## config.mk

```make
export PLATFORM = sky130hd
export DESIGN_NAME = lfu_cache_lru_tiebreak
export DESIGN_NICKNAME = d
export VERILOG_FILES = /design/src/design/lfu_pkg.sv /design/src/design/lfu_apb.sv /design/src/design/lfu_search.sv /design/src/design/lfu_store.sv /design/src/design/lfu_cache_lru_tiebreak.sv
export VERILOG_INCLUDE_DIRS = /design/src /design/src/design
export SDC_FILE = /design/constraint.sdc
export NUM_CORES = 2
export LEC_CHECK = 0
export BUFFER_PORTS_ARGS = -buffer_cell sky130_fd_sc_hd__buf_2
export CORE_AREA = 2 2 415 500
export CTS_CLUSTER_DIAMETER = 120
export DETAILED_ROUTE_END_ITERATION = 10
export DIE_AREA = 0 0 417 502
export GPL_TIMING_DRIVEN = 0
export SLEW_MARGIN = 20
export SYNTH_ARGS = -nofsm -noshare
export SYNTH_HDL_FRONTEND = slang
export SYNTH_HIERARCHICAL = 1
export SYNTH_SLANG_ARGS = --single-unit
```

## constraint.sdc

```tcl
create_clock -name aclk -period 15.17 [get_ports aclk]
set_input_delay 0.7585 -clock aclk [delete_from_list [all_inputs] [get_ports aclk]]
set_output_delay 0.7585 -clock aclk [all_outputs]
set_load 0.02 [all_outputs]
```

## src/design/lfu_cache_lru_tiebreak_macros.svh

```systemverilog
// Assertion macros shared by the cache modules.
// LFU_ASSERT_IMPL checks the consequent in the same cycle as the antecedent.
// LFU_ASSERT_NEXT checks the consequent in the cycle after the antecedent.
`ifndef LFU_CACHE_LRU_TIEBREAK_MACROS_SVH
`define LFU_CACHE_LRU_TIEBREAK_MACROS_SVH

`ifndef SYNTHESIS

`define LFU_ASSERT_IMPL(lbl, clk, rstn, ante, cons) \
    lbl: assert property (@(posedge clk) disable iff (!(rstn)) (ante) |-> (cons)) \
        else $error("lfu cache: same-cycle check failed");

`define LFU_ASSERT_NEXT(lbl, clk, rstn, ante, cons) \
    lbl: assert property (@(posedge clk) disable iff (!(rstn)) (ante) |=> (cons)) \
        else $error("lfu cache: next-cycle check failed");

`else

`define LFU_ASSERT_IMPL(lbl, clk, rstn, ante, cons)
`define LFU_ASSERT_NEXT(lbl, clk, rstn, ante, cons)

`endif

`endif

```

## src/design/lfu_pkg.sv

```systemverilog
package lfu_pkg;

    // Default sizing of the cache.
    localparam int CAPACITY_MAX_DEF = 16;
    localparam int COUNT_BITS_DEF   = 16;

    // Fixed field widths.
    localparam int DATA_W = 32;
    localparam int CAP_W  = 5;

    // Capacity register reset value.
    localparam logic [CAP_W-1:0] CAP_RESET = 5'd16;

    // Configuration port.
    localparam int APB_ADDR_W = 3;
    localparam int APB_DATA_W = 32;
    localparam logic [APB_ADDR_W-1:0] ADDR_CAPACITY = 3'd0;

    // Action codes.
    localparam logic ACT_GET = 1'b0;
    localparam logic ACT_PUT = 1'b1;

    // Value returned by a get that misses.
    localparam logic [DATA_W-1:0] GET_MISS_VALUE = 32'hFFFF_FFFF;

    // One result word.
    typedef struct packed {
        logic              hit;
        logic [DATA_W-1:0] read_value;
        logic              evicted;
        logic [DATA_W-1:0] evicted_key;
    } lfu_result_t;

endpackage

```

## src/design/lfu_apb.sv

```systemverilog
module lfu_apb import lfu_pkg::*; (
    input  logic                  aclk,
    input  logic                  aresetn,
    input  logic                  psel,
    input  logic                  penable,
    input  logic                  pwrite,
    input  logic [APB_ADDR_W-1:0] paddr,
    input  logic [APB_DATA_W-1:0] pwdata,
    output logic [APB_DATA_W-1:0] prdata,
    output logic                  pready,
    output logic [CAP_W-1:0]      capacity
);

    logic [CAP_W-1:0] capacity_reg;
    logic [CAP_W-1:0] capacity_next;
    logic             wr_en;

    assign pready = 1'b1;
    assign wr_en  = psel && penable && pwrite && pready;

    // Register write decode.
    always_comb begin
        capacity_next = capacity_reg;
        if (wr_en && (paddr == ADDR_CAPACITY)) begin
            capacity_next = pwdata[CAP_W-1:0];
        end
    end

    always_ff @(posedge aclk) begin
        if (!aresetn) begin
            capacity_reg <= CAP_RESET;
        end else begin
            capacity_reg <= capacity_next;
        end
    end

    // Read back; unmapped addresses read as zero.
    always_comb begin
        prdata = '0;
        if (paddr == ADDR_CAPACITY) begin
            prdata = {{(APB_DATA_W-CAP_W){1'b0}}, capacity_reg};
        end
    end

    assign capacity = capacity_reg;

endmodule

```

## src/design/lfu_search.sv

```systemverilog
module lfu_search import lfu_pkg::*; #(
    parameter int CAPACITY_MAX = CAPACITY_MAX_DEF,
    parameter int COUNT_BITS   = COUNT_BITS_DEF,
    localparam int IDX_W       = (CAPACITY_MAX > 1) ? $clog2(CAPACITY_MAX) : 1
) (
    input  logic [CAPACITY_MAX-1:0] slot_valid,
    input  logic [DATA_W-1:0]       slot_key   [CAPACITY_MAX],
    input  logic [COUNT_BITS-1:0]   slot_count [CAPACITY_MAX],
    input  logic [IDX_W-1:0]        slot_rank  [CAPACITY_MAX],
    input  logic [DATA_W-1:0]       key,
    output logic                    match_hit,
    output logic [IDX_W-1:0]        match_idx,
    output logic [IDX_W-1:0]        victim_idx,
    output logic [IDX_W-1:0]        free_idx
);

    localparam int LEAVES = 1 << IDX_W;

    logic                  node_valid [1:2*LEAVES-1];
    logic [COUNT_BITS-1:0] node_count [1:2*LEAVES-1];
    logic [IDX_W-1:0]      node_rank  [1:2*LEAVES-1];
    logic [IDX_W-1:0]      node_idx   [1:2*LEAVES-1];

    // Key match; the lowest matching slot wins.
    always_comb begin
        match_hit = 1'b0;
        match_idx = '0;
        for (int i = CAPACITY_MAX - 1; i >= 0; i--) begin
            if (slot_valid[i] && (slot_key[i] == key)) begin
                match_hit = 1'b1;
                match_idx = IDX_W'(i);
            end
        end
    end

    // First empty slot.
    always_comb begin
        free_idx = '0;
        for (int i = CAPACITY_MAX - 1; i >= 0; i--) begin
            if (!slot_valid[i]) begin
                free_idx = IDX_W'(i);
            end
        end
    end

    // Victim tree: lowest use count, and among equal counts the oldest entry.
    // Leaves beyond the slot count are empty.
    always_comb begin
        logic take_right;
        for (int i = 0; i < LEAVES; i++) begin
            if (i < CAPACITY_MAX) begin
                node_valid[LEAVES+i] = slot_valid[i];
                node_count[LEAVES+i] = slot_count[i];
                node_rank[LEAVES+i]  = slot_rank[i];
            end else begin
                node_valid[LEAVES+i] = 1'b0;
                node_count[LEAVES+i] = '0;
                node_rank[LEAVES+i]  = '0;
            end
            node_idx[LEAVES+i] = IDX_W'(i);
        end
        for (int n = LEAVES - 1; n >= 1; n--) begin
            take_right = !node_valid[2*n] ||
                         (node_valid[2*n+1] &&
                          ((node_count[2*n+1] < node_count[2*n]) ||
                           ((node_count[2*n+1] == node_count[2*n]) &&
                            (node_rank[2*n+1] > node_rank[2*n]))));
            if (take_right) begin
                node_valid[n] = node_valid[2*n+1];
                node_count[n] = node_count[2*n+1];
                node_rank[n]  = node_rank[2*n+1];
                node_idx[n]   = node_idx[2*n+1];
            end else begin
                node_valid[n] = node_valid[2*n];
                node_count[n] = node_count[2*n];
                node_rank[n]  = node_rank[2*n];
                node_idx[n]   = node_idx[2*n];
            end
        end
        victim_idx = node_idx[1];
    end

endmodule

```

## src/design/lfu_store.sv

```systemverilog
`include "lfu_cache_lru_tiebreak_macros.svh"

module lfu_store import lfu_pkg::*; #(
    parameter int CAPACITY_MAX = CAPACITY_MAX_DEF,
    parameter int COUNT_BITS   = COUNT_BITS_DEF
) (
    input  logic              aclk,
    input  logic              aresetn,
    input  logic              step,
    input  logic              action,
    input  logic [DATA_W-1:0] key,
    input  logic [DATA_W-1:0] value,
    input  logic [CAP_W-1:0]  capacity,
    output lfu_result_t       result
);

    localparam int IDX_W = (CAPACITY_MAX > 1) ? $clog2(CAPACITY_MAX) : 1;
    localparam int OCC_W = $clog2(CAPACITY_MAX + 1);
    localparam int CMP_W = (OCC_W > CAP_W) ? OCC_W : CAP_W;

    logic [CAPACITY_MAX-1:0] valid_reg;
    logic [CAPACITY_MAX-1:0] valid_next;
    logic [DATA_W-1:0]       key_reg    [CAPACITY_MAX];
    logic [DATA_W-1:0]       key_next   [CAPACITY_MAX];
    logic [DATA_W-1:0]       value_reg  [CAPACITY_MAX];
    logic [DATA_W-1:0]       value_next [CAPACITY_MAX];
    logic [COUNT_BITS-1:0]   count_reg  [CAPACITY_MAX];
    logic [COUNT_BITS-1:0]   count_next [CAPACITY_MAX];
    logic [IDX_W-1:0]        rank_reg   [CAPACITY_MAX];
    logic [IDX_W-1:0]        rank_next  [CAPACITY_MAX];
    logic [OCC_W-1:0]        occ_reg;
    logic [OCC_W-1:0]        occ_next;

    logic             match_hit;
    logic [IDX_W-1:0] match_idx;
    logic [IDX_W-1:0] victim_idx;
    logic [IDX_W-1:0] free_idx;

    logic [CMP_W-1:0] cap_eff;
    logic             cap_zero;
    logic             full;
    logic             is_put;
    logic             touch;
    logic             insert_free;
    logic [IDX_W-1:0] tgt;
    logic [OCC_W-1:0] age_limit;

    lfu_search #(
        .CAPACITY_MAX (CAPACITY_MAX),
        .COUNT_BITS   (COUNT_BITS)
    ) u_search (
        .slot_valid (valid_reg),
        .slot_key   (key_reg),
        .slot_count (count_reg),
        .slot_rank  (rank_reg),
        .key        (key),
        .match_hit  (match_hit),
        .match_idx  (match_idx),
        .victim_idx (victim_idx),
        .free_idx   (free_idx)
    );

    // Effective capacity, clamped to the number of slots.
    assign cap_eff = (CMP_W'(capacity) > CMP_W'(CAPACITY_MAX)) ?
                     CMP_W'(CAPACITY_MAX) : CMP_W'(capacity);
    assign cap_zero = (cap_eff == '0);
    assign full     = (CMP_W'(occ_reg) >= cap_eff);
    assign is_put   = (action == ACT_PUT);

    // A get touches the entry only on a hit; a put touches a slot unless disabled.
    assign touch       = step && (is_put ? !cap_zero : match_hit);
    assign insert_free = is_put && !match_hit && !full;
    assign tgt         = match_hit ? match_idx : (full ? victim_idx : free_idx);
    assign age_limit   = insert_free ? occ_reg : OCC_W'(rank_reg[tgt]);

    // Slot update: the touched slot becomes the most recent, younger entries age.
    always_comb begin
        valid_next = valid_reg;
        key_next   = key_reg;
        value_next = value_reg;
        count_next = count_reg;
        rank_next  = rank_reg;
        occ_next   = occ_reg;
        if (touch) begin
            for (int i = 0; i < CAPACITY_MAX; i++) begin
                if ((IDX_W'(i) != tgt) && valid_reg[i] &&
                    (OCC_W'(rank_reg[i]) < age_limit)) begin
                    rank_next[i] = rank_reg[i] + 1'b1;
                end
            end
            rank_next[tgt] = '0;
            if (match_hit) begin
                if (count_reg[tgt] != {COUNT_BITS{1'b1}}) begin
                    count_next[tgt] = count_reg[tgt] + 1'b1;
                end
            end else begin
                count_next[tgt] = COUNT_BITS'(1);
                key_next[tgt]   = key;
            end
            if (is_put) begin
                value_next[tgt] = value;
            end
            if (insert_free) begin
                valid_next[tgt] = 1'b1;
                occ_next        = occ_reg + 1'b1;
            end
        end
    end

    // Result fields.
    always_comb begin
        result.hit         = match_hit;
        result.read_value  = '0;
        result.evicted     = 1'b0;
        result.evicted_key = '0;
        if (!is_put) begin
            result.read_value = match_hit ? value_reg[match_idx] : GET_MISS_VALUE;
        end else if (!cap_zero && !match_hit && full) begin
            result.evicted     = 1'b1;
            result.evicted_key = key_reg[victim_idx];
        end
    end

    // Control state.
    always_ff @(posedge aclk) begin
        if (!aresetn) begin
            valid_reg <= '0;
            occ_reg   <= '0;
        end else begin
            valid_reg <= valid_next;
            occ_reg   <= occ_next;
        end
    end

    // Slot contents.
    always_ff @(posedge aclk) begin
        key_reg   <= key_next;
        value_reg <= value_next;
        count_reg <= count_next;
        rank_reg  <= rank_next;
    end

    // The fill count always equals the number of occupied slots.
    `LFU_ASSERT_IMPL(a_occ_tracks_valid, aclk, aresetn, 1'b1, occ_reg == $countones(valid_reg))
    // An eviction reuses the victim's slot, so occupancy is unchanged.
    `LFU_ASSERT_NEXT(a_evict_keeps_occ, aclk, aresetn, step && result.evicted, $stable(occ_reg))
    // A lookup never adds or removes entries.
    `LFU_ASSERT_NEXT(a_get_keeps_valid, aclk, aresetn, step && (action == ACT_GET), $stable(valid_reg))

endmodule

```

## src/design/lfu_cache_lru_tiebreak.sv

```systemverilog
// Channel   Direction  Handshake          Payload
// s_        in         s_tvalid/s_tready  s_tuser: action; s_tdata: key, value
// m_        out        m_tvalid/m_tready  m_tuser: hit, evicted; m_tdata: read_value, evicted_key
// cfg       in         psel/penable       capacity at byte address 0
//
// One word is taken per cycle while s_tready is high; it passes through the input word
// register and then the result register, from which its result is presented on m_.
// The lookup, the victim search and the slot update all fit between the input
// word register and the result register, so throughput is one word per cycle unless m_ stalls.
// Reset is synchronous and active low; it empties the cache and sets capacity to 16.
// When a result is stalled, the input register holds one further word and then stalls.
`include "lfu_cache_lru_tiebreak_macros.svh"

module lfu_cache_lru_tiebreak import lfu_pkg::*; #(
    parameter int CAPACITY_MAX = CAPACITY_MAX_DEF,
    parameter int COUNT_BITS   = COUNT_BITS_DEF
) (
    input  logic                  aclk,
    input  logic                  aresetn,
    // Input words
    input  logic                  s_tvalid,
    output logic                  s_tready,
    input  logic [2*DATA_W-1:0]   s_tdata,   // [31:0] key, [63:32] value
    input  logic                  s_tuser,   // [0] action
    // Result words
    output logic                  m_tvalid,
    input  logic                  m_tready,
    output logic [2*DATA_W-1:0]   m_tdata,   // [31:0] read_value, [63:32] evicted_key
    output logic [1:0]            m_tuser,   // [0] hit, [1] evicted
    // Configuration
    input  logic                  psel,
    input  logic                  penable,
    input  logic                  pwrite,
    input  logic [APB_ADDR_W-1:0] paddr,
    input  logic [APB_DATA_W-1:0] pwdata,
    output logic [APB_DATA_W-1:0] prdata,
    output logic                  pready
);

    logic              in_valid_reg;
    logic              in_valid_next;
    logic              action_reg;
    logic [DATA_W-1:0] key_reg;
    logic [DATA_W-1:0] value_reg;
    logic              out_valid_reg;
    logic              out_valid_next;
    lfu_result_t       out_data_reg;
    lfu_result_t       result;
    logic [CAP_W-1:0]  capacity;
    logic              step;

    lfu_apb u_apb (
        .aclk     (aclk),
        .aresetn  (aresetn),
        .psel     (psel),
        .penable  (penable),
        .pwrite   (pwrite),
        .paddr    (paddr),
        .pwdata   (pwdata),
        .prdata   (prdata),
        .pready   (pready),
        .capacity (capacity)
    );

    lfu_store #(
        .CAPACITY_MAX (CAPACITY_MAX),
        .COUNT_BITS   (COUNT_BITS)
    ) u_store (
        .aclk     (aclk),
        .aresetn  (aresetn),
        .step     (step),
        .action   (action_reg),
        .key      (key_reg),
        .value    (value_reg),
        .capacity (capacity),
        .result   (result)
    );

    // A held word is processed whenever the result register is free or draining.
    assign step     = in_valid_reg && (!out_valid_reg || m_tready);
    assign s_tready = !in_valid_reg || step;

    always_comb begin
        in_valid_next = in_valid_reg;
        if (s_tready) begin
            in_valid_next = s_tvalid;
        end
    end

    always_comb begin
        out_valid_next = out_valid_reg;
        if (step) begin
            out_valid_next = 1'b1;
        end else if (m_tready) begin
            out_valid_next = 1'b0;
        end
    end

    always_ff @(posedge aclk) begin
        if (!aresetn) begin
            in_valid_reg  <= 1'b0;
            out_valid_reg <= 1'b0;
        end else begin
            in_valid_reg  <= in_valid_next;
            out_valid_reg <= out_valid_next;
        end
    end

    // Input word register.
    always_ff @(posedge aclk) begin
        if (s_tready && s_tvalid) begin
            action_reg <= s_tuser;
            key_reg    <= s_tdata[DATA_W-1:0];
            value_reg  <= s_tdata[2*DATA_W-1:DATA_W];
        end
    end

    // Result register.
    always_ff @(posedge aclk) begin
        if (step) begin
            out_data_reg <= result;
        end
    end

    assign m_tvalid = out_valid_reg;
    assign m_tdata  = {out_data_reg.evicted_key, out_data_reg.read_value};
    assign m_tuser  = {out_data_reg.evicted, out_data_reg.hit};

    // A held word with a free result register always yields a result next cycle.
    `LFU_ASSERT_NEXT(a_step_fills_out, aclk, aresetn, in_valid_reg && !out_valid_reg, out_valid_reg)

endmodule
```

Yosys cells after proc, flatten, opt, wreduce, memory -nomap -nowiden:

Index checks and enable logic that the tools add are counted.

* add/subtract/negate cells: 18
* muxes and demuxes: 172
* equality and inequality tests: 48
* order comparisons: 54
* bitwise gates (word level): 10
* reduce and logical (&&, ||, !) cells: 151

Operators with widths (number)
* bitwise mux 512 bit: 2
* equality test 32 bit: 16
* two-way mux 256 bit: 2
* two-way mux 4 bit: 90
* two-way mux 16 bit: 17
* binary-select mux 32 bit (select 4 bit): 2
* bitwise mux 256 bit: 1
* bitwise AND 240 bit: 1
* equality test 16 bit: 15
* < comparator 16 bit: 15
* NOT 240 bit: 1
* two-way mux 32 bit: 6
* demux 32 bit (select 4 bit): 1
* logical AND 1 bit: 90
* < comparator 4 x 5 -> 1 bit: 16
* adder 4 x 1 -> 4 bit, second input constant: 16
* bitwise AND 64 bit: 1
* binary-select mux 16 bit (select 4 bit): 1
* demux 16 bit (select 4 bit): 1
* NOT 64 bit: 1
* > comparator 4 bit: 15
* two-way mux 1 bit: 42
* two-way mux 33 bit: 1
* logical OR 1 bit: 32
* other kinds (27): 68

* logic and storage cells: 529
* output and inout bits: 101
* bits in registers: 1503
* input bits: 107

Logic depth before layout (Yosys ltp):

* depth in word-level cells: 36
* gate-level depth with buffers: 67
* depth with buffers taken out: 57

Hierarchy:

The synthesis kept the hierarchy.

By module, submodules not included
* lfu_store: instances 1, seq. area each 40779.1 um2, area each 59500.8 um2, cells each 3687
* lfu_search: instances 1, seq. area each 0.0 um2, area each 17364.2 um2, cells each 2212
* lfu_cache_lru_tiebreak: instances 1, seq. area each 3973.8 um2, area each 4037.6 um2, cells each 140
* lfu_apb: instances 1, seq. area each 100.1 um2, area each 479.2 um2, cells each 60

Least setup slack after synthesis:

Ideal clock, no wire load.

* kind: reg2reg
* start point: register u_store/count_reg[235] in the netlist's numbering
* end point: register u_store/count_reg[0] in the netlist's numbering (enable)
* library setup time: 411 ps
* buffers on the path: 7
* data arrival time: 11632 ps
* setup slack: 3126 ps
* cell stages (with the launch flop): 51
* data required time: 14759 ps
* period minus slack after synthesis: 12044 ps
* path through: edfxtp_1 > ha_1 > a211oi_1 > o22ai_1 > nor3_1 > o21ai_1 > o41ai_2 > buf_2 > mux2i_1 > ha_1 > a21oi_1 > nand2_1 > a211o_1 > a2111oi_0 > or3_1 > clkbuf_1 > buf_2 > mux2i_1 > [15 not listed] > a21oi_1 > nand2_1 > mux2i_1 > nand2b_1 > mux2_4 > nand2_2 > buf_2 > mux2_2 > a22o_1 > nor4_1 > inv_1 > clkbuf_1 > ha_1 > nand3_2 > nor3_1 > a31o_2 > clkbuf_1 > o21ai_0

* cells in the longest elaborated chain, start to end: 33

RTL lines
* start, declared: line lfu_store.sv:27 `logic [COUNT_BITS-1:0] count_reg [CAPACITY_MAX];`
* start signal, assigned: line lfu_store.sv:139 `count_reg <= count_next;`
* parallel branches: the longest is 23 deep, another holds < comparator 16 bit
* two-way mux 4 bit *: line lfu_search.sv:68 `if (take_right) begin`
* named net u_store.victim_idx[3]: line lfu_store.sv:36 `logic [IDX_W-1:0] victim_idx;`
* two-way mux 4 bit * (2 in series): line lfu_store.sv:73 `assign tgt = match_hit ? match_idx : (full ? victim_idx : free_idx);`
* NOT 4 -> 5 bit (not written as such) *: line lfu_store.sv:93 `if (count_reg[tgt] != {COUNT_BITS{1'b1}}) begin`
* binary-select mux 16 bit (select 4 bit) *: line lfu_store.sv:93
* two-way mux 16 bit (not written as such) * (2 in series): line lfu_store.sv:93
* != test 16 bit *: line lfu_store.sv:93
* != test 2 bit (no line) *
* AND reduction 2 bit (no line) *

Mark *: on every way through the listed nets, which the timed path passes. The select of a mux whose other input is x is not followed.
A chain may end at the register's enable or synchronous reset.

Final worst setup path:

* start point: register u_store/count_reg[207] in the netlist's numbering
* end point: register u_store/count_reg[159] in the netlist's numbering, data pin

* cells in the longest elaborated chain, start to end: 34

RTL lines
* parallel branches: the longest is 23 deep, another holds < comparator 16 bit
* two-way mux 4 bit *: line lfu_search.sv:68
* named net u_store.victim_idx[3]: line lfu_store.sv:36
* two-way mux 4 bit * (2 in series): line lfu_store.sv:73
* NOT 4 -> 5 bit (not written as such) *: line lfu_store.sv:94, lfu_store.sv:97
* binary-select mux 16 bit (select 4 bit) (tied with other cells): line lfu_store.sv:94 `count_next[tgt] = count_reg[tgt] + 1'b1;`
* two-way mux 16 bit (not written as such) / logical AND 1 bit (equally long branches): line lfu_store.sv:94, lfu_store.sv:97
* two-way mux 16 bit (on tied branches): line lfu_store.sv:94, lfu_store.sv:97
* adder 16 x 1 -> 16 bit / demux 16 bit (select 4 bit) (equally long branches): line lfu_store.sv:94, lfu_store.sv:97
* bitwise mux 256 bit / NOT 240 bit (equally long branches)
* two-way mux 256 bit / bitwise AND 240 bit (equally long branches)
* two-way mux 256 bit *: line lfu_store.sv:92 `if (match_hit) begin`

Marks and branches as above.

==> flow_summary.toml <==
[cts]
worstSkewPairLatency_ps = 860
htreeDepth = 4
clock-root-buffer = "clkbuf_16"
cts_sinks = 1503
cts_buffers = 161
clockBufferDepth = 3
cts_tree = "done"
path_clk_slew_ps = 60

[grt]
antenna_found_initial = 13
gr-total-overflow = 0
grt_pass1_vias = 55900
grt_max_degree = 37
track_usage_pct = 29.7
grt_pass1_wl_mm = 435

[die]
start_util_pct = 39.8
io_pins = 208
die_area_um2 = 209000
die_x_um = 417
rows = 182
core_area_um2 = 204000
dieHeight_um = 502

[synth]
syn_inst = 6099
synth_top_area_share_pct = 54.4
synthFlopType = "edfxtp_1"
yosys_warnings = 6
ys_seq_area_share_pct = 55.1
synth_edf_count = 1475
postSynthAreaPerCell_um2 = 13.3
post_synth_num_cell_types = 102
ys_ff_latch = 1503
syn-cell-area_um2 = 81400
async_flop_share_pct = 0
synthTopCellsByArea = "edfxtp_1 54%, mux4_2 8.9%, ha_1 5.7%"
yosysTopAreaCell = "edfxtp_1"

[routing]
dr_wl_met2_mm = 145
vias = 57900
viasPerCell = 6.18
drt_first_pass_iters = 7
drt-initial-drc-count = 7284
wl_per_cell_um = 33.6
wirelength_met1_mm = 115
drcViolationCount = 0
ant_nets = 0
wl_met3_mm = 24.8
routed_wl_mm = 315
top_layer = "met5"

[placement]
placed_area_um2 = 88000
gp_congestion = 1.08
place_hpwl_mm = 237
numPortBuffers = 152

[setup_path]
rr_worst_depth = 52
crit_path_start_kind = "register"
crit_path_end_kind = "register"
crit_slowest_cell = "clkbuf_1"
worstPathMaxFanout = 12
arrival_ps = 15710
slowest_delay_ps = 910
crit_type = "register to register"
crit_top_cell = "clkbuf_1"
crit_required_ps = 15690

[power]
power.density_nw_per_um2 = 101
vdd_drop_max_mv = 0.122
total_power_mw = 9.47
power_leakage_nw = 33.4

[timing]
fmax_mhz = 65.9
max_slew_margin_pct = 16.5
setup_violations = 1
post-route-period-util_pct = 100
final.setup_skew_ps = 73.4
slew_viol_final = 0
min_period_ps = 15180
hold_viol = 0
worstMarginPinSlew_ps = 1250
setup_slack_ps = -12.7

[min_path]
hp-class = "input port to register"
hold_depth = 1

[finish]
final_area_um2 = 94100
fillers = 18000
multi_input_area_um2 = 34100
area_growth_pct = 15.6
final_nets = 7037
drive_above_1_share_pct = 19.0
regArea_um2 = 44900

[status]
violations = "negative setup slack"
status = "finished with violations"

[flow_run]
max-cap-violations = 0
where the power goes:
part / leakage, nW / total, mW / switching (mW) / internal [mW]
registers: 13.5 / 4.70 / 0.0863 / 4.62
clock network: 2.54 / 4.01 / 1.76 / 2.25
logic: 17.4 / 0.753 / 0.500 / 0.253
total: 33.4 / 9.47 / 2.35 / 7.12
cells in the mapped netlist, types with 44 or more instances:
master / count
a21oi_1: 152
o22ai_1: 185
a211oi_1: 81
o21ai_0: 154
ha_1: 371
mux4_2: 320
nand2_1: 489
nor2_1: 211
nor4_1: 48
edfxtp_1: 1475
nand4_1: 180
a22oi_1: 44
xnor2_1: 441
nor2b_1: 89
buf_2: 85
inv_1: 315
nand3_1: 143
mux2i_1: 286
xor2_1: 124
nor3_1: 44
clkbuf_1: 193
buf_4: 60
and3_1: 96
placed cells by master (no fill, tap or decap), types with 19 or more instances in the layout:
| cell | netlist | layout |
|---|---|---|
| a211oi_1 | 81 | 78 |
| a21o_1 | 38 | 38 |
| a21oi_1 | 152 | 141 |
| a22oi_1 | 44 | 44 |
| a32oi_1 | 24 | 24 |
| and3_1 | 96 | 96 |
| and4_1 | 20 | 19 |
| buf_12 | 3 | 38 |
| buf_16 | 0 | 37 |
| buf_2 | 85 | 228 |
| buf_4 | 60 | 90 |
| buf_6 | 26 | 54 |
| clkbuf_1 | 193 | 196 |
| clkbuf_16 | 0 | 162 |
| clkbuf_2 | 2 | 39 |
| clkinv_1 | 1 | 34 |
| conb_1 | 2 | 28 |
| dfxtp_1 | 28 | 27 |
| edfxtp_1 | 1475 | 1475 |
| ha_1 | 371 | 371 |
| inv_1 | 315 | 314 |
| mux2_2 | 25 | 25 |
| mux2i_1 | 286 | 269 |
| mux4_2 | 320 | 320 |
| nand2_1 | 489 | 488 |
| nand2b_1 | 20 | 20 |
| nand3_1 | 143 | 143 |
| nand4_1 | 180 | 180 |
| nor2_1 | 211 | 179 |
| nor2_4 | 0 | 32 |
| nor2b_1 | 89 | 88 |
| nor3_1 | 44 | 31 |
| nor4_1 | 48 | 41 |
| o211ai_1 | 43 | 43 |
| o21ai_0 | 154 | 135 |
| o22ai_1 | 185 | 185 |
| or3_1 | 30 | 30 |
| xnor2_1 | 441 | 436 |
| xor2_1 | 124 | 124 |
critical path: cells and delay by family (launching register included):
kind / cells / cell delay (ps)
buf+inv: 12 / 4210
simple gates: 19 / 4170
compound gates: 13 / 3260
mux: 4 / 1440
fa+ha+maj: 4 / 1250
flops: 1 / 450
area by class of cell:
cell class                      count  area share (%)
Inverter                          316            1.27
Antenna cell                        8          0.0213
Timing Repair Buffer              272            3.13
Tap cell                         2668            3.55
Clock inverter                     92            1.17
Clock buffer                      200            4.47
Multi-Input combinational cell   3899            36.3
Sequential cell                  1503            47.7
Buffer                            406            2.48
metal layers:
| metal | vias up | GRT usage, % |
|---|---|---|
| li1 | 24200 | - |
| met4 | 2 | 22.8 |
| met5 | - | 0 |
| met2 | 3349 | 47.3 |
| met1 | 29400 | 36.0 |
| met3 | 941 | 4.95 |
kinds of logic after synthesis:
kind of cell / count (synthesis) / synth area share (%)
buffers and inverters: 723 / 4.09
XOR/XNOR: 571 / 6.20
multiplexers: 648 / 13.1
AND/OR/NAND/NOR: 1440 / 8.96
adder cells (fa/ha/maj): 371 / 5.70
flip-flops: 1503 / 55.1
AO/OA/AOI/OAI: 841 / 6.78
other: 2 / 0.00923
worst paths after layout:
kind	from	to	slack [ps]
setup / recovery	u_store/count_reg[207]$_DFFE_PP_	u_store/count_reg[159]$_DFFE_PP_	-10
hold / removal	s_tdata[30]	key_reg[30]$_DFFE_PP_	80
setup reg to reg	u_store/count_reg[207]$_DFFE_PP_	u_store/count_reg[159]$_DFFE_PP_	-10
hold reg to reg	m_tvalid$_SDFFE_PN0P_	in_valid_reg$_SDFFE_PN0P_	500
metrics by stage:
| step | setup WS, ps | utilization, % | std cells | hold WS (ps) | TNS (ps) |
|---|---|---|---|---|---|
| 2_1_floorplan | 3130 | - | 6125 | 447 | 0 |
| 3_3_place_gp | -4590 | 41.9 | 8945 | 508 | -4862970 |
| 3_5_place_dp | -2820 | 43.1 | 9040 | 522 | -1420660 |
| 4_1_cts | 1.65 | 45.8 | 9343 | 19.0 | 0 |
| 5_1_grt | -107 | 46.1 | 9358 | 52.3 | -2030 |
| 6_report | -12.7 | 46.1 | 9364 | 84.4 | -12.7 |
repair_timing:
item | 4_1_cts | 5_1_grt
setup endpoints to repair | 1595 | 676
buffers inserted | 11 | 12
hold buffers | 0 | 0
resized for setup | 57 | 89
pin swaps | 3 | 12
(Power assumes the default switching activity.)
